File: src/hdl/i2p_pkg.sv
// i2p_pkg: types, character codes and helpers for the infix to postfix converter.
// Used by i2p_stack and infix_to_postfix_converter; depends on nothing.
package i2p_pkg;

   localparam int STACK_DEPTH = 32;
   localparam int CNT_W       = $clog2(STACK_DEPTH + 1);
   localparam int IDX_W       = $clog2(STACK_DEPTH);

   localparam logic [7:0] CH_PLUS  = 8'h2B;
   localparam logic [7:0] CH_MINUS = 8'h2D;
   localparam logic [7:0] CH_MUL   = 8'h2A;
   localparam logic [7:0] CH_DIV   = 8'h2F;
   localparam logic [7:0] CH_POW   = 8'h5E;
   localparam logic [7:0] CH_OPEN  = 8'h28;
   localparam logic [7:0] CH_CLOSE = 8'h29;
   localparam logic [7:0] CH_LC_A  = 8'h61;
   localparam logic [7:0] CH_LC_Z  = 8'h7A;
   localparam logic [7:0] CH_UC_A  = 8'h41;
   localparam logic [7:0] CH_UC_Z  = 8'h5A;
   localparam logic [7:0] CH_NUL   = 8'h00;

   typedef struct packed {
      logic [7:0] symbol;
      logic       is_final;
   } req_type;

   typedef struct packed {
      logic [7:0] out_symbol;
      logic       run_end;
      logic       expr_done;
   } rsp_type;

   typedef struct packed {
      logic             en;
      logic [IDX_W-1:0] addr;
      logic [7:0]       data;
   } stack_wr_type;

   // precedence as an unsigned rank: unknown codes rank lowest (model's -1)
   function automatic logic [1:0] prec_rank(input logic [7:0] c);
      logic [1:0] r;
      case (c)
         CH_PLUS, CH_MINUS: r = 2'd1;
         CH_MUL, CH_DIV:    r = 2'd2;
         CH_POW:            r = 2'd3;
         default:           r = 2'd0;
      endcase
      return r;
   endfunction

   function automatic logic is_letter(input logic [7:0] c);
      return ((c >= CH_LC_A) && (c <= CH_LC_Z)) || ((c >= CH_UC_A) && (c <= CH_UC_Z));
   endfunction

endpackage

File: src/hdl/i2p_stack.sv
// i2p_stack: operator stack storage, one write port and one registered read port.
// Depends on i2p_pkg.
module i2p_stack (
   input  logic                       clock,
   input  i2p_pkg::stack_wr_type      wr,
   input  logic [i2p_pkg::IDX_W-1:0]  rd_addr,
   output logic [7:0]                 rd_data
);

   logic [7:0] mem [i2p_pkg::STACK_DEPTH];
   logic [7:0] rd_data_ff;

   always_ff @(posedge clock) begin
      if (wr.en) begin
         mem[wr.addr] <= wr.data;
      end
      rd_data_ff <= mem[rd_addr];
   end

   assign rd_data = rd_data_ff;

endmodule

File: src/hdl/infix_to_postfix_converter.sv
// infix_to_postfix_converter: shunting-yard conversion, one character per beat.
// Depends on i2p_pkg and i2p_stack.
//
// Usage: req_data carries one infix character and is_final; rsp_data carries
// postfix characters. Letters pass out, operators and '(' go onto a 32-entry
// stack, ')' and lower-or-equal precedence operators pop it. On is_final the
// stack is flushed and a terminator beat (out_symbol 0, expr_done 1) follows.
// run_end marks the last result beat caused by each request beat.
//
// Sequencing: a small sequencer drives the stack memory, whose read port is
// registered. Each request is taken in ST_IDLE and handled in ST_EVAL, where
// it stays while entries are popped; a final item that ends in a push passes
// through ST_FETCH to re-read the top, then ST_FLUSH pops each remaining
// entry and emits the terminator. The last result of an item is held in a
// pending slot so run_end can be set; it moves to the output register once
// the sequencer is back in ST_IDLE and the output register is free.
// Reset clears the stack count and all handshake state; the stack memory
// itself is not cleared. A stall on rsp holds the output register and, once
// the internal hold slot fills, the sequencer; req_stall is raised meanwhile.
module infix_to_postfix_converter (
   input  logic             clock,
   input  logic             reset,
   input  logic             req_valid,
   output logic             req_stall,
   input  i2p_pkg::req_type req_data,
   output logic             rsp_valid,
   input  logic             rsp_stall,
   output i2p_pkg::rsp_type rsp_data
);

   typedef enum logic [3:0] {
      ST_IDLE  = 4'b0001,
      ST_EVAL  = 4'b0010,
      ST_FETCH = 4'b0100,
      ST_FLUSH = 4'b1000
   } state_type;

   state_type                  state_ff, state_in;
   logic [i2p_pkg::CNT_W-1:0]  count_ff, count_in;
   logic [7:0]                 sym_ff, sym_in;
   logic                       fin_ff, fin_in;

   // pending result slot and output register
   logic       pend_v_ff, pend_v_in;
   logic [7:0] pend_sym_ff, pend_sym_in;
   logic       pend_done_ff, pend_done_in;
   logic       out_v_ff, out_v_in;
   i2p_pkg::rsp_type out_ff, out_in;

   i2p_pkg::stack_wr_type     wr;
   logic [i2p_pkg::IDX_W-1:0] rd_addr;
   logic [7:0]                top;

   logic [i2p_pkg::CNT_W-1:0] cnt_m1, cnt_m2;
   logic have, out_free, can_emit, accept;
   logic emit_req, emit_fire, pop, push, pend_to_out;
   logic [7:0] emit_sym;
   logic emit_done;
   state_type done_state;

   i2p_stack u_stack (
      .clock   (clock),
      .wr      (wr),
      .rd_addr (rd_addr),
      .rd_data (top)
   );

   assign cnt_m1   = count_ff - i2p_pkg::CNT_W'(1);
   assign cnt_m2   = count_ff - i2p_pkg::CNT_W'(2);
   assign have     = (count_ff != '0);
   assign out_free = !out_v_ff || !rsp_stall;
   assign can_emit = !pend_v_ff || out_free;

   assign req_stall = !((state_ff == ST_IDLE) && can_emit);
   assign accept    = req_valid && !req_stall;

   always_comb begin
      state_in  = state_ff;
      sym_in    = sym_ff;
      fin_in    = fin_ff;
      emit_req  = 1'b0;
      emit_sym  = top;
      emit_done = 1'b0;
      pop       = 1'b0;
      push      = 1'b0;
      // after a push the top must be re-read before a flush
      done_state = ST_IDLE;

      unique case (state_ff)
         ST_IDLE: begin
            if (accept) begin
               sym_in   = req_data.symbol;
               fin_in   = req_data.is_final;
               state_in = ST_EVAL;
            end
         end
         ST_EVAL: begin
            if (i2p_pkg::is_letter(sym_ff)) begin
               emit_req = 1'b1;
               emit_sym = sym_ff;
               if (can_emit) begin
                  state_in = fin_ff ? ST_FLUSH : ST_IDLE;
               end
            end else if (sym_ff == i2p_pkg::CH_OPEN) begin
               push     = 1'b1;
               state_in = fin_ff ? ST_FETCH : ST_IDLE;
            end else if (sym_ff == i2p_pkg::CH_CLOSE) begin
               if (have && (top != i2p_pkg::CH_OPEN)) begin
                  emit_req = 1'b1;
                  pop      = can_emit;
               end else begin
                  pop      = have;   // discard the matching '('
                  state_in = fin_ff ? ST_FLUSH : ST_IDLE;
               end
            end else begin
               if (have && (i2p_pkg::prec_rank(sym_ff) <= i2p_pkg::prec_rank(top))) begin
                  emit_req = 1'b1;
                  pop      = can_emit;
               end else begin
                  push     = 1'b1;
                  state_in = fin_ff ? ST_FETCH : ST_IDLE;
               end
            end
         end
         ST_FETCH: begin
            state_in = ST_FLUSH;
         end
         ST_FLUSH: begin
            emit_req = 1'b1;
            if (have) begin
               pop = can_emit;
            end else begin
               emit_sym  = i2p_pkg::CH_NUL;
               emit_done = 1'b1;
               if (can_emit) begin
                  state_in = done_state;
               end
            end
         end
         default: begin
            state_in = ST_IDLE;
         end
      endcase
   end

   assign emit_fire = emit_req && can_emit;

   // stack pointer and memory ports
   always_comb begin
      count_in = count_ff;
      wr.en    = 1'b0;
      wr.addr  = count_ff[i2p_pkg::IDX_W-1:0];
      wr.data  = sym_ff;
      rd_addr  = cnt_m1[i2p_pkg::IDX_W-1:0];
      if (pop) begin
         count_in = cnt_m1;
         rd_addr  = cnt_m2[i2p_pkg::IDX_W-1:0];
      end else if (push && (count_ff < i2p_pkg::CNT_W'(i2p_pkg::STACK_DEPTH))) begin
         count_in = count_ff + i2p_pkg::CNT_W'(1);
         wr.en    = 1'b1;
      end
   end

   // pending slot moves on when a newer result arrives or the item is finished
   assign pend_to_out = pend_v_ff && out_free && (emit_fire || (state_ff == ST_IDLE));

   always_comb begin
      pend_v_in    = pend_v_ff;
      pend_sym_in  = pend_sym_ff;
      pend_done_in = pend_done_ff;
      out_v_in     = out_v_ff;
      out_in       = out_ff;
      if (pend_to_out) begin
         out_v_in          = 1'b1;
         out_in.out_symbol = pend_sym_ff;
         out_in.expr_done  = pend_done_ff;
         out_in.run_end    = (state_ff == ST_IDLE);
      end else if (out_v_ff && !rsp_stall) begin
         out_v_in = 1'b0;
      end
      if (emit_fire) begin
         pend_v_in    = 1'b1;
         pend_sym_in  = emit_sym;
         pend_done_in = emit_done;
      end else if (pend_to_out) begin
         pend_v_in = 1'b0;
      end
   end

   always_ff @(posedge clock) begin
      if (reset) begin
         state_ff  <= ST_IDLE;
         count_ff  <= '0;
         pend_v_ff <= 1'b0;
         out_v_ff  <= 1'b0;
      end else begin
         state_ff  <= state_in;
         count_ff  <= count_in;
         pend_v_ff <= pend_v_in;
         out_v_ff  <= out_v_in;
      end
      sym_ff       <= sym_in;
      fin_ff       <= fin_in;
      pend_sym_ff  <= pend_sym_in;
      pend_done_ff <= pend_done_in;
      out_ff       <= out_in;
   end

   assign rsp_valid = out_v_ff;
   assign rsp_data  = out_ff;

endmodule

File: config.mk
export PLATFORM = sky130hd
export DESIGN_NAME = infix_to_postfix_converter
export DESIGN_NICKNAME = d
export VERILOG_FILES = /design/src/hdl/i2p_pkg.sv /design/src/hdl/i2p_stack.sv /design/src/hdl/infix_to_postfix_converter.sv
export SDC_FILE = /design/constraint.sdc
export NUM_CORES = 1
export LEC_CHECK = 0
export ABC_AREA = 1
export ABC_CLOCK_PERIOD_IN_PS = 7700
export BUFFER_PORTS_ARGS = -buffer_cell sky130_fd_sc_hd__buf_2
export CELL_PAD_IN_SITES_DETAIL_PLACEMENT = 1
export CELL_PAD_IN_SITES_GLOBAL_PLACEMENT = 2
export CORE_UTILIZATION = 45
export DETAILED_ROUTE_END_ITERATION = 8
export PLACE_DENSITY = 0.78
export SLEW_MARGIN = 5
export SYNTH_ARGS = -nofsm -noshare
export SYNTH_HDL_FRONTEND = slang
export SYNTH_SLANG_ARGS = --single-unit
File: constraint.sdc
create_clock -name clock -period 7.7 [get_ports clock]
set_clock_uncertainty 0.1 [all_clocks]
set_input_delay 0.385 -clock clock [delete_from_list [all_inputs] [get_ports clock]]
set_output_delay 0.385 -clock clock [all_outputs]
set_load 0.03 [all_outputs]
==> key figures <==
Status
  – Outcome: finished clean

Die
  – Row count: 62
  – Die Height: 173 microns
  – Die Footprint: 29900 sq um
  – Core area: 28700 sq um
  – Die Wd: 173 microns
  – Initial core utilization: 45.8%
  – Top Ports: 25

Logic synthesis
  – Synth cell types: 46
  – Main synth FF type: edfxtp_1
  – EDFF count, synth: 284
  – Flops & latches, synth: 304
  – Post-synthesis sequential area ratio: 67.9%
  – Syn nets: 1019
  – Cells after synthesis: 995
  – Synthesized cell area: 13200 sq um
  – Mean Syn Cell Area: 13.2 sq um
  – Synth warn: 0
  – Ys async rst share: 0%

Finish
  – Layout fillers: 2904
  – Multi-input combinational cell area: 3700 sq um
  – Final instance area: 14700 sq um
  – Final non-filler cell total: 1442
  – Final Net Count: 1057
  – Layout cell share with drive strength beyond 1: 11.5%
  – Diodes inserted: 0
  – Storage cell area: 8930 sq um
  – Area Overhead vs Synth: 11.8%

Timing
  – Slew margin rel.: 22.8%
  – Final hold slack: 45.5 ps
  – Setup violators final: 0
  – Slew Limit Fails: 0
  – Final period utilization: 71.3%
  – Unrepaired setup endpoints after global routing: false
  – Worst-margin pin slew: 1150 ps
  – Hold Fails Final Rpt: 0
  – Setup TNS: 0 ps
  – FMAX: 182 MHz
  – Final min period: 5490 ps

Flow run
  – Maxcap violations: 0

GRT
  – GRT Max-Usage Layer: met2
  – Grt total ovfl: 0
  – Vias in the first global route: 8549
  – Initial antenna violation count: 0
  – Grt met3 use: 3.32%
  – Met1 Track Usage GR: 31.4%
  – Met2 Use GR: 37.1%
  – First-pass GRT wire length: 50900 microns
  – Largest net degree at the start of global routing: 65
  – Tot GR Track Use: 22.8%

Route
  – Post-route DRC: 0
  – Antenna viol nets, final: 0
  – Via count: 7929
  – Drt first pass iters: 5
  – Per-cell routed wire length: 23.2 microns
  – Vias/cell: 5.50
  – Final wirelength: 33500 microns
  – Initial DRC Count: 630

Pwr
  – Comb pwr share: 20.3%
  – Power Total: 0.00447 W
  – Peak VDD IR: 242 uV
  – Sw frac: 30.6%
  – Sw Pwr: 0.00137 W
  – P per Cell Area: 304 nW/um^2
  – Leak pwr: 4.94 nW
  – Clock share of power: 34.2%
  – Sequential power share: 45.5%
  – Int Power: 0.00310 W

Placement
  – RePlAce Congestion: 0.762
  – Dpl cell area: 13600 sq um
  – Final HPWL DP: 21000 microns
  – Buffers on Ports: 24
  – # placed instances: 1371

Min path
  – Worst min path class: input port to register

Clock tree
  – Clock H-tree levels: 2
  – Inserted Clock Buffers: 35
  – Clock Pin Slew Worst Setup and Hold Paths: 60 ps
  – Clk root buf: clkbuf_16
  – Worst-Skew Late Latency: 520 ps
  – Sink Count: 304
  – Clk buf depth: 3
  – CTS tree: yes
  – Post-cts resize count: 0

Setup path
  – CP Capture Type: register
  – Arr. time, crit path: 5800 ps
  – Critical Path Start Type: register
  – CP max FO: 47
  – Critical path class: register to register
  – CP Data Required Time: 8010 ps
==> Yosys cell counts (7+ instances only) <==
library cell / count / area share [%]
mux2i_1: 128 / 9.7
clkbuf_1: 13 / 0.37
inv_1: 44 / 1.3
o21ai_0: 9 / 0.34
a21oi_1: 9 / 0.34
ha_1: 11 / 1.0
nand3_1: 196 / 7.5
dfxtp_1: 20 / 3.0
o22ai_1: 7 / 0.33
nor2_1: 48 / 1.4
edfxtp_1: 284 / 65
buf_6: 12 / 1.0
inv_2: 8 / 0.23
nand2_1: 128 / 3.7
buf_2: 13 / 0.49
==> power groups by stage <==
stage	Combinational [W]	Sequential, W	Clock, W
6_report	0.000908	0.00203	0.00153
3_5_place_dp	0.000903	0.00207	0
2_1_floorplan	0.000591	0.00206	0
4_1_cts	0.000913	0.00204	0.00156
3_3_place_gp	0.000886	0.00207	0
5_1_grt	0.000989	0.00204	0.00161
==> critical path, cell delays in order, from the launching register on <==
cell	delay [ps]
edfxtp_1	850
buf_4	390
nand2_1	140
nor4_1	350
or3_1	170
ha_1	240
inv_1	60
nor2_1	30
o21ai_0	140
nand2_1	100
nand2_2	100
nand2_2	70
nand2_4	100
nand2_8	110
ha_4	850
buf_12	380
mux2i_1	350
nand3_1	130
nand3_1	130
nand3_1	260
nand3_1	160
nand2_1	60
==> through the flow <==
| step | worst slack [ps] | util (%) |
|---|---|---|
| floorplan | 3570 | - |
| CTS | 2180 | 51.2 |
| global route | 1820 | 51.2 |
| global placement | 2230 | 47.2 |
| finish | 2210 | 51.2 |
| detailed placement | 2190 | 47.2 |
==> final timing paths <==
path / depth (start not counted) / end / slack, ps / from
max: 21 / u_stack.rd_data[7]$_DFF_P_ / 2210 / sym_ff[3]$_DFFE_PP_
min: 2 / count_ff[5]$_SDFFE_PP0P_ / 50 / reset
max reg2reg: 21 / u_stack.rd_data[7]$_DFF_P_ / 2210 / sym_ff[3]$_DFFE_PP_
min reg2reg: 0 / rsp_data[6]$_DFFE_PP_ / 310 / pend_sym_ff[4]$_DFFE_PP_
==> cell type report <==
cell class | instances | area share, %
Clock buffer | 46 | 6.52
Clock inverter | 16 | 0.672
Inverter | 55 | 1.51
Multi-Input combinational cell | 591 | 25.2
Sequential cell | 304 | 60.7
Tap cell | 384 | 3.27
Timing Repair Buffer | 46 | 2.18
==> timing repair <==
item                      4_1_cts  5_1_grt
hold endpoints to repair        9        0
hold buffers                    9        0
buffers inserted                0        0
==> logic make-up (layout without fill, tap and decap cells) <==
kind of cell / Yosys count / after routing / share of synthesized area, %
buffers and inverters: 100 / 163 / 4.09
adder cells (fa/ha/maj): 11 / 11 / 1.05
XOR/XNOR: 7 / 7 / 0.466
AND/OR/NAND/NOR: 407 / 407 / 14.8
AO/OA/AOI/OAI: 38 / 38 / 1.96
multiplexers: 128 / 128 / 9.74
flip-flops: 304 / 304 / 67.9
==> cell usage in the layout, fill, tap and decap left out, types with 12 or more instances in the layout <==
| cell | instances |
|---|---|
| edfxtp_1 | 284 |
| nand3_1 | 196 |
| nand2_1 | 128 |
| mux2i_1 | 128 |
| nor2_1 | 48 |
| inv_1 | 44 |
| clkbuf_16 | 36 |
| buf_2 | 24 |
| dfxtp_1 | 20 |
| buf_4 | 12 |
==> registers in the layout, summed over array words and instances (netlist names) <==
signal	count
count_ff	6
pend_sym_ff	8
u_stack.rd_data	8
u_stack.mem	256
pend_done_ff	1
sym_ff	8
pend_v_ff	1
fin_ff	1
rsp_valid	1
state_ff	4
rsp_data	10
==> routing by layer <==
layer  vias up  wire length, microns
met5         -                     0
met3        55                  1290
met2       152                 15600
met4         0                   976
li1       3715                     -
met1      4007                 15600
No activity file was read; power rests on OpenSTA's default activity.
